## config.mk

```make
export PLATFORM = sky130hd
export DESIGN_NAME = bssp_ctrl
export DESIGN_NICKNAME = d
export VERILOG_FILES = /design/src/design/byte_stack_sized_push_pop_defines.svh /design/src/design/bssp_pkg.sv /design/src/design/bssp_ctrl.sv
export SDC_FILE = /design/constraint.sdc
export NUM_CORES = 1
export LEC_CHECK = 0
export BUFFER_PORTS_ARGS = -buffer_cell sky130_fd_sc_hd__buf_2
export CAP_MARGIN = 0
export CORE_AREA = 2 2 39 41
export CTS_CLUSTER_SIZE = 25
export DETAILED_ROUTE_END_ITERATION = 12
export DIE_AREA = 0 0 41 43
export GPL_TIMING_DRIVEN = 0
export RECOVER_POWER = 100
export SKIP_LAST_GASP = 1
export SLEW_MARGIN = 15
export SYNTH_ARGS = -nofsm -noshare
export SYNTH_HDL_FRONTEND = slang
export SYNTH_SLANG_ARGS = --single-unit
```

## constraint.sdc

```tcl
create_clock -name clk -period 0.85 [get_ports clk]
set_input_delay 0.17 -clock clk [delete_from_list [all_inputs] [get_ports clk]]
set_output_delay 0.17 -clock clk [all_outputs]
set_load 0.02 [all_outputs]
```

## src/design/byte_stack_sized_push_pop_defines.svh

```systemverilog
// Assertion macros for the byte stack.
`ifndef BYTE_STACK_SIZED_PUSH_POP_DEFINES_SVH
`define BYTE_STACK_SIZED_PUSH_POP_DEFINES_SVH

`ifndef SYNTHESIS
`define BSSP_ASSERT_IMP(lbl, ante, cons, msg) \
    lbl: assert property (@(posedge clk) disable iff (!rst_n) (ante) |-> (cons)) \
        else $error(msg);
`define BSSP_ASSERT_NEXT(lbl, ante, cons, msg) \
    lbl: assert property (@(posedge clk) disable iff (!rst_n) (ante) |=> (cons)) \
        else $error(msg);
`else
`define BSSP_ASSERT_IMP(lbl, ante, cons, msg)
`define BSSP_ASSERT_NEXT(lbl, ante, cons, msg)
`endif

`endif

```

## src/design/bssp_pkg.sv

```systemverilog
// Types and constants shared by the byte stack modules.
`default_nettype none
package bssp_pkg;

    localparam int STORE_BYTES = 1024;
    localparam int ADDR_W      = $clog2(STORE_BYTES);
    localparam int PTR_W       = ADDR_W + 1;
    localparam int SIZE_W      = 4;
    localparam int MAX_SIZE    = 8;
    localparam int DATA_W      = 64;

    typedef enum logic [1:0] {
        ST_OK        = 2'd0,
        ST_EMPTY     = 2'd1,
        ST_UNDERFLOW = 2'd2,
        ST_OVERFLOW  = 2'd3
    } status_t;

    typedef enum logic {
        OP_PUSH = 1'b0,
        OP_POP  = 1'b1
    } op_t;

    typedef enum logic [1:0] {
        S_IDLE,
        S_RUN,
        S_FINISH
    } ctrl_state_t;

    typedef struct packed {
        op_t                 operation;
        logic [SIZE_W-1:0]   size_bytes;
        logic [DATA_W-1:0]   push_value;
    } in_word_t;

    typedef struct packed {
        logic [DATA_W-1:0]   pop_value;
        status_t             status;
        logic [PTR_W-1:0]    fill_bytes;
    } out_word_t;

    typedef struct packed {
        logic load_req;
        logic step;
        logic load_out;
    } ctrl_cmd_t;

    typedef struct packed {
        logic more;
        logic pend;
        logic out_free;
    } dp_stat_t;

endpackage
`default_nettype wire

```

## src/design/bssp_ctrl.sv

```systemverilog
// Controller: sequences one request word through the datapath.
`default_nettype none
module bssp_ctrl (
    input  wire logic                clk,
    input  wire logic                rst_n,
    input  wire logic                in_valid,
    output logic                     in_ready,
    input  wire bssp_pkg::dp_stat_t  stat,
    output bssp_pkg::ctrl_cmd_t      cmd
);

    bssp_pkg::ctrl_state_t state_reg, state_next;

    always_comb
    begin
        state_next = state_reg;
        unique case (state_reg)
            bssp_pkg::S_IDLE:
                if (in_valid)
                    state_next = bssp_pkg::S_RUN;
            bssp_pkg::S_RUN:
                if (!stat.more && !stat.pend)
                    state_next = bssp_pkg::S_FINISH;
            bssp_pkg::S_FINISH:
                if (stat.out_free)
                    state_next = bssp_pkg::S_IDLE;
            default:
                state_next = bssp_pkg::S_IDLE;
        endcase
    end

    always_comb
    begin
        in_ready     = 1'b0;
        cmd.load_req = 1'b0;
        cmd.step     = 1'b0;
        cmd.load_out = 1'b0;
        unique case (state_reg)
            bssp_pkg::S_IDLE:
            begin
                in_ready     = 1'b1;
                cmd.load_req = in_valid;
            end
            bssp_pkg::S_RUN:
                cmd.step = stat.more;
            bssp_pkg::S_FINISH:
                cmd.load_out = stat.out_free;
            default:
                in_ready = 1'b0;
        endcase
    end

    always_ff @(posedge clk or negedge rst_n)
    begin
        if (!rst_n)
            state_reg <= bssp_pkg::S_IDLE;
        else
            state_reg <= state_next;
    end

endmodule
`default_nettype wire

```

-- Word-level counts from Yosys, hierarchy flattened
Index checks and enable logic that the tools add are counted.
- output and inout port bits: 4
- logic and storage cells: 19
- register bits after elaboration: 2
- bits of input ports: 6
- reductions and logical operators: 5
- muxes and demuxes: 8
- equality and inequality tests: 5
- operator list (kind ; count):
    $mux 2 ; 3
    $ne 2x2->1 const B ; 3
    $pmux 2 s3 ; 1
    $mux 1 ; 4
    $reduce_and 3->1 ; 1
    $eq 2x1->1 const B ; 1
    $eq 2x2->1 const B ; 1
    $logic_not 1->1 ; 2
    $logic_not 2->1 ; 1
    $logic_and 1x1->1 ; 1

-- Longest topological paths before layout
- word-level depth: 4
- depth in mapped cells: 2
- gate-level depth less buffers: 2

-- Worst setup path after synthesis
Ideal clock, no wire load.
- kind: reg-to-output
- start point: reg state_reg[0]
- end point: out cmd[2] (netlist bit)
- data required time: 0.680 ns
- path slack: -0.362 ns
- data arrival time: 1.042 ns
- cell stages (with the launch flop): 3
- path through: dfrtp_1 nor2_1 and2_1
- RTL lines (item ; line ; RTL):
    from (decl) ; bssp_ctrl.sv:12 ; bssp_pkg::ctrl_state_t state_reg, state_next;
    from (signal assigned) ; bssp_ctrl.sv:56 ; state_reg <= bssp_pkg::S_IDLE;
    from (signal assigned) ; bssp_ctrl.sv:58 ; state_reg <= state_next;
    to (decl) ; bssp_ctrl.sv:9 ; output bssp_pkg::ctrl_cmd_t cmd

==> flow_summary.json <==
{
  "relSlewSlack": 0.869,
  "hold_viol_final": 0,
  "htreeDepth": 1,
  "finalClockSkew_ns": 0.00123,
  "grt_max_degree": 7,
  "grt_overflow": 0,
  "pwr-share-seq": 0.261,
  "synth-seq-cells": 2,
  "p_sw_frac": 0.318,
  "hpwl_um": 214,
  "initial_core_util": 0.0823,
  "cts.sinks": 2,
  "drcViolationCount": 0,
  "die_y_um": 43,
  "insertion_delay_ns": 0.22,
  "pin_count": 10,
  "yosysSeqAreaShare": 0.440,
  "synth_nets": 19,
  "crit_type": "reg2out",
  "timing.final.crit_period_ns": 1.18,
  "ir_worst_vdd_uv": 375,
  "multi_input_area_um2": 78.8,
  "final_common_cell": "buf_2",
  "fin_crit_sh": 1.39,
  "root_buffer": "clkbuf_4",
  "yosysWarnings": 0,
  "die_w_um": 41,
  "dp_cells": 38,
  "fin_cells": 44,
  "first_pass_iters": 2,
  "leakage_nw": 0.120,
  "drive_above_1_share": 0.714,
  "hold_class": "in2reg",
  "syn_area_um2": 114,
  "syn_to_final_growth_pct": 126,
  "critPathLaunchType": "flop",
  "numPortBuffers": 9,
  "worstPathRequired_ns": 0.68,
  "first_global_vias": 162,
  "clockBufferDepth": 2,
  "slew_violations": 0,
  "power_density_nw_per_um2": 2370,
  "utilization": 0.186,
  "final_cell_mix": "5 x buf_2, 3 x nor2_1, 3 x clkbuf_4, 3 x buf_4",
  "seq_area_um2": 52.6,
  "power_switching_uw": 194,
  "numCtsBuffers": 3,
  "diodes": 0,
  "antenna_found_initial": 0,
  "avgSynthCellArea_um2": 8.76,
  "critPathMaxFanout": 6,
  "yosysUniqueCellTypes": 9,
  "viasPerCell": 3.41,
  "num-fill-cells": 159,
  "coreArea_um2": 1380,
  "worstPathArrival_ns": 1.01,
  "clock.fmax_mhz": 847,
  "end_kind": "output port",
  "grt_use_total": 0.0513,
  "grt_pass1_wl_um": 510,
  "clk_pin_slew_ns": 0.03,
  "worst_slack_ns": -0.331,
  "ant_nets": 0,
  "finalSetupViolations": 6,
  "wl_per_cell_um": 7.14,
  "drv_cap": 0,
  "die_area_um2": 1760,
  "violations": "setup timing",
  "drt_iter0_drc": 1,
  "grt_setup_unrepaired": "yes",
  "nNetsFinal": 36,
  "num_vias": 150,
  "p_int_uw": 417,
  "p_comb_frac": 0.398,
  "routed_wl_um": 314,
  "p_clk_frac": 0.341,
  "synthCells": 13,
  "status": "finished, violations left",
  "gp_congestion": 0.446,
  "fp-row-count": 14,
  "worst_pin_slew_ns": 0.195,
  "cts_tree": "done",
  "largest_reg_flops": 2
}
-- cell usage after synthesis --
cell / instances / share of area
nor2_1: 4 / 0.13
and3b_2: 1 / 0.088
nand2_1: 1 / 0.033
and2_1: 1 / 0.055
nor3b_1: 1 / 0.066
nor3_1: 1 / 0.044
a21o_2: 1 / 0.077
a211oi_1: 1 / 0.066
dfrtp_1: 2 / 0.44
-- routing by layer --
layer	GRT usage	part of all wire
met5	0	0
met2	0.0719	0.56
met4	0.0600	0
met1	0.0323	0.29
met3	0.0471	0.15
-- per-stage QoR --
step | hold WS, ns | worst slack (ns) | area (µm²) | power [mW] | TNS [ns]
2_1_floorplan | -0.126 | -0.123 | 124 | 0.268 | -0.266
3_3_place_gp | -0.0447 | -0.144 | 189 | 0.322 | -0.447
3_5_place_dp | -0.0424 | -0.149 | 189 | 0.324 | -0.483
4_1_cts | 0.223 | -0.347 | 259 | 0.625 | -1.33
5_1_grt | 0.249 | -0.379 | 258 | 0.667 | -1.56
6_report | 0.233 | -0.331 | 258 | 0.611 | -1.23
-- critical path, cell delays in order, from the launching register on --
cell and delay (ns):
dfrtp_2 0.43, and3b_2 0.25, buf_6 0.11
-- area by class of cell --
class / instances / area share
tap: 16 / 0.0777
multi-input combinational: 11 / 0.306
clock buffer: 3 / 0.0874
timing repair buffer: 12 / 0.325
sequential: 2 / 0.204
-- path summary, 6_finish.rpt --
path,from,endpoint,slack [ns],depth (start not counted)
setup / recovery,state_reg[1],cmd[1],-0.33,2
hold / removal,in_valid,state_reg[0],0.23,3
setup reg to reg,state_reg[0],state_reg[1],-0.04,3
hold reg to reg,state_reg[1],state_reg[0],0.51,1
max in group asynchronous,rst_n,state_reg[0],0.45,2
min in group asynchronous,rst_n,state_reg[1],0.26,2
-- cells by family (layout without fill, tap and decap cells) --
logic type / Yosys count / after routing / share of synthesized area
and+or+nand+nor: 9 / 9 / 0.418
buffers and inverters: 0 / 15 / 0
AOI/OAI and AO/OA: 2 / 2 / 0.143
DFF: 2 / 2 / 0.440
-- power by group through the flow --
| stage | combinational, mW | clock, mW | sequential, mW |
|---|---|---|---|
| finish | 0.243 | 0.208 | 0.160 |
| detailed placement | 0.162 | 0 | 0.161 |
| CTS | 0.241 | 0.224 | 0.160 |
| floorplan | 0.114 | 0 | 0.154 |
| global route | 0.266 | 0.236 | 0.165 |
| global placement | 0.162 | 0 | 0.160 |
-- repair_timing --
| item | in CTS | in global routing |
|---|---|---|
| endpoints found under the hold margin | 2 | 0 |
| resized for setup | 8 | 0 |
| setup endpoints to repair | 6 | 6 |
| gates cloned | 0 | 0 |
| hold buffers | 1 | 0 |
| buffers inserted | 2 | 0 |
| pin swaps | 1 | 5 |
Power figures use the tool's default switching activity.
